<file path="config.mk">
export PLATFORM = sky130hd
export DESIGN_NAME = gas_deviation_from_moving_average
export DESIGN_NICKNAME = d
export VERILOG_FILES = /design/src/design/gdma_pkg.sv /design/src/design/gdma_div.sv /design/src/design/gdma_datapath.sv /design/src/design/gdma_ctrl.sv /design/src/design/gas_deviation_from_moving_average.sv
export SDC_FILE = /design/constraint.sdc
export NUM_CORES = 2
export LEC_CHECK = 0
export BUFFER_PORTS_ARGS = -buffer_cell sky130_fd_sc_hd__buf_2
export CAP_MARGIN = 20
export CORE_MARGIN = 10
export CORE_UTILIZATION = 54
export CTS_CLUSTER_DIAMETER = 100
export CTS_CLUSTER_SIZE = 10
export DETAILED_ROUTE_END_ITERATION = 8
export PLACE_DENSITY = 0.74
export SYNTH_ARGS = -nofsm -noshare
export SYNTH_HDL_FRONTEND = slang
export SYNTH_SLANG_ARGS = --single-unit
</file>
<file path="constraint.sdc">
create_clock -name clk_i -period 7.8 [get_ports clk_i]
set_input_delay 2.34 -clock clk_i [delete_from_list [all_inputs] [get_ports clk_i]]
set_output_delay 2.34 -clock clk_i [all_outputs]
set_load 0.01 [all_outputs]
</file>
<file path="src/design/gdma_pkg.sv">
// shared widths, register codes, constants and controller/datapath structs
package gdma_pkg;

  localparam int GAS_W     = 31;
  localparam int HUM_W     = 17;
  localparam int LVL_W     = 16;
  localparam int CFG_IDX_W = 8;

  localparam logic [CFG_IDX_W-1:0] CFG_LEVEL_MAX     = 8'd0;
  localparam logic [CFG_IDX_W-1:0] CFG_LED_THRESHOLD = 8'd1;

  localparam logic [LVL_W-1:0] LEVEL_MAX_RST = 16'd1000;
  localparam logic [LVL_W-1:0] LED_THR_RST   = 16'd100;

  // divide by ten: multiply by ceil(2^35 / 10), exact for any 32-bit operand
  localparam int               DIV10_MAGIC_W = 32;
  localparam logic [31:0]      DIV10_MAGIC   = 32'hCCCC_CCCD;
  localparam int               DIV10_SHIFT   = 35;
  localparam int               PROD_W        = GAS_W + DIV10_MAGIC_W;
  localparam int               LRAW_W        = PROD_W - DIV10_SHIFT;

  typedef struct packed {
    logic load;
    logic update;
    logic div_start;
    logic diff;
    logic mul;
    logic fin;
  } dp_cmd_t;

  typedef struct packed {
    logic div_busy;
  } dp_sts_t;

endpackage

</file>
<file path="src/design/gdma_div.sv">
// divider by a constant: reciprocal multiplication in two partial-product steps
module gdma_div #(
  parameter int VAL_W   = 31,
  parameter int DIVD_W  = 35,
  parameter int DIVISOR = 9
) (
  input  logic              clk_i,
  input  logic              rst_ni,
  input  logic              start_i,
  input  logic [DIVD_W-1:0] dividend_i,
  output logic              busy_o,
  output logic [VAL_W-1:0]  quotient_o
);

  // floor(x * m / 2^SH) equals floor(x / DIVISOR) for every x below 2^DIVD_W
  localparam int SH   = DIVD_W + $clog2(DIVISOR);
  localparam int MW   = DIVD_W + 1;
  localparam int LO_W = (MW + 1) / 2;
  localparam int HI_W = MW - LO_W;
  localparam int PPW  = DIVD_W + LO_W;
  localparam int AW   = SH + VAL_W;

  localparam longint unsigned MAGIC_VAL =
    ((64'd1 << SH) + 64'(DIVISOR - 1)) / 64'(DIVISOR);
  localparam logic [MW-1:0]   MAGIC    = MW'(MAGIC_VAL);
  localparam logic [LO_W-1:0] MAGIC_LO = MAGIC[LO_W-1:0];
  localparam logic [HI_W-1:0] MAGIC_HI = MAGIC[MW-1:LO_W];

  localparam logic [1:0] STEP_LO = 2'd2;
  localparam logic [1:0] STEP_HI = 2'd1;

  logic [1:0]        step_q;
  logic [DIVD_W-1:0] x_q;
  logic [AW-1:0]     acc_q;
  logic [LO_W-1:0]   mult_b;
  logic [PPW-1:0]    pp;

  // one narrow multiplier shared by the low and high halves of the reciprocal
  assign mult_b = (step_q == STEP_LO) ? MAGIC_LO : LO_W'(MAGIC_HI);
  assign pp     = PPW'(x_q) * PPW'(mult_b);

  always_ff @(posedge clk_i or negedge rst_ni) begin
    if (!rst_ni) begin
      step_q <= '0;
    end else if (start_i) begin
      step_q <= STEP_LO;
    end else if (step_q != '0) begin
      step_q <= step_q - 1'b1;
    end
  end

  // the full product stays below 2^AW, so the sum never loses a carry
  always_ff @(posedge clk_i) begin
    if (start_i) begin
      x_q <= dividend_i;
    end
    if (step_q == STEP_LO) begin
      acc_q <= AW'(pp);
    end else if (step_q == STEP_HI) begin
      acc_q <= acc_q + (AW'(pp) << LO_W);
    end
  end

  assign busy_o     = (step_q != '0);
  assign quotient_o = acc_q[AW-1:SH];

  a_start_idle : assert property (@(posedge clk_i) disable iff (!rst_ni)
    start_i |-> (step_q == '0)) else $error("divider restarted while busy");
  a_start_load : assert property (@(posedge clk_i) disable iff (!rst_ni)
    start_i |=> (step_q == STEP_LO)) else $error("divider step not loaded");
  a_step_order : assert property (@(posedge clk_i) disable iff (!rst_ni)
    ((step_q == STEP_LO) && !start_i) |=> (step_q == STEP_HI))
    else $error("divider steps out of order");

endmodule

</file>
<file path="src/design/gdma_datapath.sv">
// sample rings, running sums, average dividers, deviation and output registers
module gdma_datapath #(
  parameter int WINDOW_LEN = 8
) (
  input  logic                              clk_i,
  input  logic                              rst_ni,
  input  gdma_pkg::dp_cmd_t                 cmd_i,
  output gdma_pkg::dp_sts_t                 sts_o,
  input  logic                              cfg_we_i,
  input  logic [gdma_pkg::CFG_IDX_W-1:0]    cfg_index_i,
  input  logic [gdma_pkg::LVL_W-1:0]        cfg_data_i,
  input  logic [gdma_pkg::GAS_W-1:0]        gas_sample_i,
  input  logic [gdma_pkg::HUM_W-1:0]        humidity_sample_i,
  output logic [gdma_pkg::LVL_W-1:0]        deviation_level_o,
  output logic [gdma_pkg::LVL_W-1:0]        led_duty_o,
  output logic [gdma_pkg::HUM_W-1:0]        humidity_average_o,
  output logic [gdma_pkg::GAS_W-1:0]        gas_average_o
);
  import gdma_pkg::*;

  localparam int PW  = $clog2(WINDOW_LEN);
  localparam int GSW = GAS_W + $clog2(WINDOW_LEN);
  localparam int HSW = HUM_W + $clog2(WINDOW_LEN);
  localparam int GAW = GAS_W + $clog2(WINDOW_LEN + 1);
  localparam int HAW = HUM_W + $clog2(WINDOW_LEN + 1);

  logic [GAS_W-1:0]      gas_ring_q [WINDOW_LEN];
  logic [HUM_W-1:0]      hum_ring_q [WINDOW_LEN];
  logic [WINDOW_LEN-1:0] valid_q;
  logic [PW-1:0]         pos_q;

  logic [LVL_W-1:0]  level_max_q, led_thr_q;
  logic [GAS_W-1:0]  gas_smp_q, rd_gas_q;
  logic [HUM_W-1:0]  hum_smp_q, rd_hum_q;
  logic              rd_vld_q;
  logic [GSW-1:0]    gas_sum_q;
  logic [HSW-1:0]    hum_sum_q;
  logic [GAS_W-1:0]  gas_avg_q;
  logic [HUM_W-1:0]  hum_avg_q;
  logic [GAS_W-1:0]  diff_q;
  logic [PROD_W-1:0] prod_q;

  logic [GAS_W-1:0]  old_gas;
  logic [HUM_W-1:0]  old_hum;
  logic [GAW-1:0]    gas_acc;
  logic [HAW-1:0]    hum_acc;
  logic [GAS_W-1:0]  gas_quo;
  logic [HUM_W-1:0]  hum_quo;
  logic              gas_busy, hum_busy;
  logic [LRAW_W-1:0] level_raw;
  logic [LVL_W-1:0]  level;

  // configuration registers
  always_ff @(posedge clk_i or negedge rst_ni) begin
    if (!rst_ni) begin
      level_max_q <= LEVEL_MAX_RST;
      led_thr_q   <= LED_THR_RST;
    end else if (cfg_we_i) begin
      case (cfg_index_i)
        CFG_LEVEL_MAX:     level_max_q <= cfg_data_i;
        CFG_LED_THRESHOLD: led_thr_q   <= cfg_data_i;
        default: ;
      endcase
    end
  end

  // ring storage: registered read of the entry about to be replaced
  always_ff @(posedge clk_i) begin
    if (cmd_i.load) begin
      rd_gas_q <= gas_ring_q[pos_q];
      rd_hum_q <= hum_ring_q[pos_q];
    end
    if (cmd_i.update) begin
      gas_ring_q[pos_q] <= gas_smp_q;
      hum_ring_q[pos_q] <= hum_smp_q;
    end
  end

  // an entry never written reads as zero
  assign old_gas = rd_vld_q ? rd_gas_q : '0;
  assign old_hum = rd_vld_q ? rd_hum_q : '0;

  always_ff @(posedge clk_i or negedge rst_ni) begin
    if (!rst_ni) begin
      valid_q   <= '0;
      rd_vld_q  <= 1'b0;
      pos_q     <= '0;
      gas_sum_q <= '0;
      hum_sum_q <= '0;
      gas_avg_q <= '0;
      hum_avg_q <= '0;
    end else begin
      if (cmd_i.load) begin
        rd_vld_q <= valid_q[pos_q];
      end
      if (cmd_i.update) begin
        valid_q[pos_q] <= 1'b1;
        pos_q          <= (pos_q == PW'(WINDOW_LEN - 1)) ? '0 : pos_q + 1'b1;
        // running window sum: drop the replaced entry, add the new sample
        gas_sum_q <= gas_sum_q - GSW'(old_gas) + GSW'(gas_smp_q);
        hum_sum_q <= hum_sum_q - HSW'(old_hum) + HSW'(hum_smp_q);
      end
      if (cmd_i.diff) begin
        gas_avg_q <= gas_quo;
        hum_avg_q <= hum_quo;
      end
    end
  end

  assign gas_acc = GAW'(gas_avg_q) + GAW'(gas_sum_q);
  assign hum_acc = HAW'(hum_avg_q) + HAW'(hum_sum_q);

  gdma_div #(
    .VAL_W   (GAS_W),
    .DIVD_W  (GAW),
    .DIVISOR (WINDOW_LEN + 1)
  ) u_gas_div (
    .clk_i      (clk_i),
    .rst_ni     (rst_ni),
    .start_i    (cmd_i.div_start),
    .dividend_i (gas_acc),
    .busy_o     (gas_busy),
    .quotient_o (gas_quo)
  );

  gdma_div #(
    .VAL_W   (HUM_W),
    .DIVD_W  (HAW),
    .DIVISOR (WINDOW_LEN + 1)
  ) u_hum_div (
    .clk_i      (clk_i),
    .rst_ni     (rst_ni),
    .start_i    (cmd_i.div_start),
    .dividend_i (hum_acc),
    .busy_o     (hum_busy),
    .quotient_o (hum_quo)
  );

  assign sts_o.div_busy = gas_busy | hum_busy;

  assign level_raw = prod_q[PROD_W-1:DIV10_SHIFT];
  always_comb begin
    if (level_raw > LRAW_W'(level_max_q)) begin
      level = level_max_q;
    end else begin
      level = level_raw[LVL_W-1:0];
    end
  end

  always_ff @(posedge clk_i) begin
    if (cmd_i.load) begin
      gas_smp_q <= gas_sample_i;
      hum_smp_q <= humidity_sample_i;
    end
    if (cmd_i.diff) begin
      diff_q <= (gas_smp_q >= gas_quo) ? (gas_smp_q - gas_quo) : (gas_quo - gas_smp_q);
    end
    if (cmd_i.mul) begin
      prod_q <= PROD_W'(diff_q) * PROD_W'(DIV10_MAGIC);
    end
    if (cmd_i.fin) begin
      deviation_level_o  <= level;
      led_duty_o         <= (level > led_thr_q) ? level : '0;
      humidity_average_o <= hum_avg_q;
      gas_average_o      <= gas_avg_q;
    end
  end

  a_pos_range : assert property (@(posedge clk_i) disable iff (!rst_ni)
    pos_q <= PW'(WINDOW_LEN - 1)) else $error("ring position out of range");
  a_entry_valid : assert property (@(posedge clk_i) disable iff (!rst_ni)
    cmd_i.update |=> valid_q[$past(pos_q)]) else $error("written ring entry not marked");
  a_level_clamp : assert property (@(posedge clk_i) disable iff (!rst_ni)
    cmd_i.fin |=> (deviation_level_o <= $past(level_max_q)))
    else $error("level above clamp");
  a_duty : assert property (@(posedge clk_i) disable iff (!rst_ni)
    cmd_i.fin |=> ((led_duty_o == '0) || (led_duty_o == deviation_level_o)))
    else $error("led duty neither zero nor level");

endmodule

</file>
<file path="src/design/gdma_ctrl.sv">
// sequencing state machine: steps one request through the datapath
module gdma_ctrl (
  input  logic              clk_i,
  input  logic              rst_ni,
  input  logic              in_valid_i,
  output logic              in_stall_o,
  output logic              out_valid_o,
  input  logic              out_stall_i,
  output gdma_pkg::dp_cmd_t cmd_o,
  input  gdma_pkg::dp_sts_t sts_i
);
  import gdma_pkg::*;

  typedef enum logic [2:0] {
    ST_IDLE,
    ST_UPD,
    ST_DSTART,
    ST_DWAIT,
    ST_DIFF,
    ST_MUL,
    ST_FIN
  } state_e;

  state_e state_q, state_d;
  logic   out_valid_q, out_valid_d;
  logic   slot_free;

  assign slot_free = !out_valid_q || !out_stall_i;

  always_comb begin
    state_d     = state_q;
    out_valid_d = out_valid_q && out_stall_i;
    cmd_o       = '0;
    case (state_q)
      ST_IDLE: begin
        if (in_valid_i) begin
          cmd_o.load = 1'b1;
          state_d    = ST_UPD;
        end
      end
      ST_UPD: begin
        cmd_o.update = 1'b1;
        state_d      = ST_DSTART;
      end
      ST_DSTART: begin
        cmd_o.div_start = 1'b1;
        state_d         = ST_DWAIT;
      end
      ST_DWAIT: begin
        if (!sts_i.div_busy) begin
          state_d = ST_DIFF;
        end
      end
      ST_DIFF: begin
        cmd_o.diff = 1'b1;
        state_d    = ST_MUL;
      end
      ST_MUL: begin
        cmd_o.mul = 1'b1;
        state_d   = ST_FIN;
      end
      ST_FIN: begin
        // wait here until the output register can take the result
        if (slot_free) begin
          cmd_o.fin   = 1'b1;
          out_valid_d = 1'b1;
          state_d     = ST_IDLE;
        end
      end
      default: begin
        state_d = ST_IDLE;
      end
    endcase
  end

  always_ff @(posedge clk_i or negedge rst_ni) begin
    if (!rst_ni) begin
      state_q     <= ST_IDLE;
      out_valid_q <= 1'b0;
    end else begin
      state_q     <= state_d;
      out_valid_q <= out_valid_d;
    end
  end

  assign in_stall_o  = (state_q != ST_IDLE);
  assign out_valid_o = out_valid_q;

  a_div_idle : assert property (@(posedge clk_i) disable iff (!rst_ni)
    cmd_o.div_start |-> !sts_i.div_busy) else $error("divider started while busy");
  a_fin_slot : assert property (@(posedge clk_i) disable iff (!rst_ni)
    cmd_o.fin |-> slot_free) else $error("result overwrites a pending one");
  a_accept_seq : assert property (@(posedge clk_i) disable iff (!rst_ni)
    (in_valid_i && !in_stall_o) |=> (state_q == ST_UPD))
    else $error("accepted request not sequenced");

endmodule

</file>
<file path="src/design/gas_deviation_from_moving_average.sv">
// top level: gas deviation from moving average, controller plus datapath
//
// Input channel in_valid_i / in_stall_o carries one gas sample and one humidity
// sample per request; a request is taken when in_valid_i is high and in_stall_o
// is low. Output channel out_valid_o / out_stall_i returns one result per request:
// clamped deviation level, LED duty, and the updated humidity and gas averages.
// Configuration writes use cfg_valid_i / cfg_ready_o with cfg_index_i selecting
// level_max (0) or led_threshold (1); other indexes are ignored. Write only
// while no request is in flight.
// A request steps through load, ring update, divider start and wait, difference,
// multiply and finish; no new request is taken until the controller is idle. Both
// averages divide by WINDOW_LEN + 1 through a reciprocal multiply done as two
// partial products; the deviation then needs a compare, a divide by ten and the
// output register. Reset clears the ring valid flags (unwritten entries read as
// zero), the ring position and both averages, and sets level_max to 1000 and
// led_threshold to 100. A stalled result stays in the output register; the next
// request is still accepted and runs until its result is ready, then waits for it.
module gas_deviation_from_moving_average #(
  parameter int WINDOW_LEN = 8
) (
  input  logic                           clk_i,
  input  logic                           rst_ni,
  input  logic                           in_valid_i,
  output logic                           in_stall_o,
  input  logic [gdma_pkg::GAS_W-1:0]     gas_sample_i,
  input  logic [gdma_pkg::HUM_W-1:0]     humidity_sample_i,
  output logic                           out_valid_o,
  input  logic                           out_stall_i,
  output logic [gdma_pkg::LVL_W-1:0]     deviation_level_o,
  output logic [gdma_pkg::LVL_W-1:0]     led_duty_o,
  output logic [gdma_pkg::HUM_W-1:0]     humidity_average_o,
  output logic [gdma_pkg::GAS_W-1:0]     gas_average_o,
  input  logic                           cfg_valid_i,
  output logic                           cfg_ready_o,
  input  logic [gdma_pkg::CFG_IDX_W-1:0] cfg_index_i,
  input  logic [gdma_pkg::LVL_W-1:0]     cfg_data_i
);
  import gdma_pkg::*;

  dp_cmd_t cmd;
  dp_sts_t sts;

  assign cfg_ready_o = 1'b1;

  gdma_ctrl u_ctrl (
    .clk_i       (clk_i),
    .rst_ni      (rst_ni),
    .in_valid_i  (in_valid_i),
    .in_stall_o  (in_stall_o),
    .out_valid_o (out_valid_o),
    .out_stall_i (out_stall_i),
    .cmd_o       (cmd),
    .sts_i       (sts)
  );

  gdma_datapath #(
    .WINDOW_LEN (WINDOW_LEN)
  ) u_datapath (
    .clk_i              (clk_i),
    .rst_ni             (rst_ni),
    .cmd_i              (cmd),
    .sts_o              (sts),
    .cfg_we_i           (cfg_valid_i && cfg_ready_o),
    .cfg_index_i        (cfg_index_i),
    .cfg_data_i         (cfg_data_i),
    .gas_sample_i       (gas_sample_i),
    .humidity_sample_i  (humidity_sample_i),
    .deviation_level_o  (deviation_level_o),
    .led_duty_o         (led_duty_o),
    .humidity_average_o (humidity_average_o),
    .gas_average_o      (gas_average_o)
  );

endmodule
</file>
==> results.cfg <==
[critical_path]
slowest_delay_ns = 0.57
rr_worst_depth = 31
cp_max_fo = 3
worstPathArrival_ns = 8.32
critical-path-slowest-cell = fa_2
critical_path_class = register to register
endpoint_kind = register
cp_common_cell = a21oi_2
cp.required_ns = 8.40
cp-start-kind = register

[clock_network]
clk_pin_slew_ns = 0.07
clk_latency_ns = 0.75
cts_htree_levels = 3
cts.sinks = 912
clockBufferDepth = 3
clockRootBuffer = clkbuf_16
cts_buffers = 104
cts_tree = built
ctsHoldBuffers = 0

[finish]
stdcell_area_um2 = 81440
nets = 8435
nFillCells = 10409
final_common_cell = inv_1
mostFrequentLayoutCells = 1078 x inv_1, 835 x ha_1, 731 x edfxtp_1
area_delta_synth_final_pct = 13.42
drive_above_1_share_pct = 14.16

[timing]
grt_setup_unrepaired = true
setup-violations-final = 0
fmax_mhz = 129.5
slew_violations = 0
finClkSkew_ns = 0.06332
period_needed_ns = 7.719
final_hold_viol_count = 0
tightest_slew_ns = 1.082
period_share_pct = 98.96
slew_headroom_pct = 27.84

[global_routing]
antenna_found_initial = 2
grt_pass1_wl_um = 294100
grt_max_degree = 99
gr-usage-all-layers_pct = 25.45
grt_pass1_vias = 51040
grt-ovfl-total = 0

[logic_synthesis]
yosysTopAreaCellShare_pct = 30.57
ys_seq_area_share_pct = 36.71
ys_warn_count = 0
ys_top_cells_by_area = edfxtp_1 31%, fa_1 16%, ha_1 15%
ys_ff_latch = 912
synthCells = 6445
synth_flop_cell = edfxtp_1
synth.avg_cell_area_um2 = 11.14
synth_cell_types = 92
ys_async_sr_fraction_pct = 16.89
synth_nets = 7980
netlist.top_cell.by_area = edfxtp_1
syn_area_um2 = 71800
synth_edf_count = 731

[place]
gp_congestion = 0.9825
place_area_um2 = 76420
place_hpwl_um = 146400
port_buffers = 158

[worst_hold_path]
hp-class = register to register
holdPathStages = 1

[drt]
wirelength_um = 191000
via_per_inst = 5.716
detail_route.wl_per_cell_um = 21.84
first_pass_iters = 8
postRouteAntennaNets = 0
vias = 50004
route.detailed.drc = 0
drt_iter0_drc = 3854

[die]
core_um2 = 131800
start_util_pct = 54.48
ios = 160
dieWidth_um = 384.7
dieHeight_um = 384.7
rows = 133
dieArea_um2 = 148000

[run_status]
status = finished, final reports clean

[job]
drv_cap = 0
-- layer usage --
metal  routed length (µm)  global-route usage [%]  vias up
li1                     -                       -    23215
met2                87110                   40.68     1821
met1                83120                   35.78    24654
met5                   12                       0        -
met4                 6225                   7.546        2
met3                14560                   3.935      312
-- registers in the layout, summed over array words and instances, names as in the netlist, 28 cells and up --
register / flops
u_datapath.gas_smp_q: 31
u_datapath.u_hum_div.acc_q: 31
u_datapath.u_gas_div.x_q: 35
u_datapath.diff_q: 31
u_datapath.gas_sum_q: 34
u_datapath.rd_gas_q: 31
u_datapath.gas_average_o: 31
u_datapath.u_gas_div.acc_q: 52
u_datapath.prod_q: 28
u_datapath.hum_ring_q: 136
u_datapath.gas_avg_q: 31
u_datapath.gas_ring_q: 248
-- worst max-delay path, delay by kind of cell (launching register included) --
| family | cells | cell delay (ns) |
|---|---|---|
| compound gates | 12 | 2.41 |
| xor+xnor | 2 | 0.30 |
| fa+ha+maj | 8 | 3.04 |
| buf+inv | 5 | 0.58 |
| flops | 1 | 0.49 |
| mux | 2 | 0.55 |
| simple gates | 2 | 0.28 |
-- path summary, 6_finish.rpt --
kind | start | end | slack [ns]
max | u_datapath.u_gas_div.x_q[10]$_DFFE_PP_ | u_datapath.u_gas_div.acc_q[69]$_SDFFE_PP0P_ | 0.08
min | u_datapath.valid_q[1]$_DFFE_PN0P_ | u_datapath.valid_q[1]$_DFFE_PN0P_ | 0.47
max reg2reg | u_datapath.u_gas_div.x_q[10]$_DFFE_PP_ | u_datapath.u_gas_div.acc_q[69]$_SDFFE_PP0P_ | 0.08
min reg2reg | u_datapath.valid_q[1]$_DFFE_PN0P_ | u_datapath.valid_q[1]$_DFFE_PN0P_ | 0.47
max in group asynchronous | rst_ni | u_datapath.gas_sum_q[17]$_DFFE_PN0P_ | 4.84
min in group asynchronous | rst_ni | u_datapath.level_max_q[0]$_DFFE_PN0P_ | 1.68
-- cells by family (layout without fill, tap and decap cells) --
logic type | after synthesis | in the layout | synth area share (%)
DFF | 912 | 912 | 36.71
adders and majority gates | 1458 | 1458 | 31.43
AOI/OAI and AO/OA | 1326 | 1326 | 12.20
muxes | 119 | 119 | 1.833
and+or+nand+nor | 1058 | 1058 | 7.455
buffers and inverters | 1264 | 1811 | 6.627
xor gates and xnor gates | 307 | 307 | 3.745
other | 1 | 2 | 0.005223
-- cell usage after synthesis (all sizes together) (25+ instances only) --
| master | count |
|---|---|
| edfxtp | 731 |
| and3 | 36 |
| clkbuf | 133 |
| o21ai | 271 |
| a31oi | 41 |
| nor2b | 79 |
| xor2 | 135 |
| nand4 | 98 |
| fa | 576 |
| xnor2 | 172 |
| nand3 | 65 |
| a22oi | 192 |
| and2 | 116 |
| nor2 | 197 |
| a21oi | 304 |
| ha | 882 |
| nand2 | 279 |
| a211oi | 39 |
| dfxtp | 27 |
| o21a | 49 |
| o21bai | 46 |
| nor3 | 53 |
| nand2b | 52 |
| inv | 1108 |
| dfrtp | 145 |
| a21o | 211 |
| mux2 | 94 |
| mux2i | 25 |
-- per-stage QoR --
stage | TNS [ns] | hold slack, ns | setup slack (ns) | util, % | cells
6_report | 0 | 0.4700 | 0.08075 | 61.79 | 8748
5_1_grt | -1.384 | 0.4804 | -0.1983 | 61.79 | 8747
4_1_cts | -0.01106 | 0.4663 | -0.01106 | 60.72 | 8698
3_5_place_dp | -1.511 | 0.4530 | -0.4605 | 57.99 | 8485
3_3_place_gp | -0.2233 | 0.4519 | -0.1276 | 57.97 | 8484
2_1_floorplan | 0 | 0.4396 | 0.06065 | - | 6445
-- layout make-up --
| cell class | count | area [µm²] | area share [%] |
|---|---|---|---|
| multi-input cells | 4269 | 42070 | 51.66 |
| flip-flops and latches | 912 | 26360 | 32.36 |
| inverters | 1109 | 4163 | 5.112 |
| repair buffers | 504 | 3455 | 4.242 |
| clock buffers | 185 | 2959 | 3.634 |
| well taps | 1755 | 2196 | 2.696 |
| clock inverters | 13 | 234.0 | 0.2873 |
| diodes | 1 | 2.502 | 0.003073 |
-- timing repair --
| item | CTS | global route |
|---|---|---|
| setup endpoints to repair | 14 | 28 |
| resized for setup | 55 | 192 |
| buffers inserted | 15 | 49 |
| pin swaps | 35 | 163 |
Power is left out: the tool's default activity adds up to more than one toggle a clock period on the data nets, which glitch-free logic cannot reach.
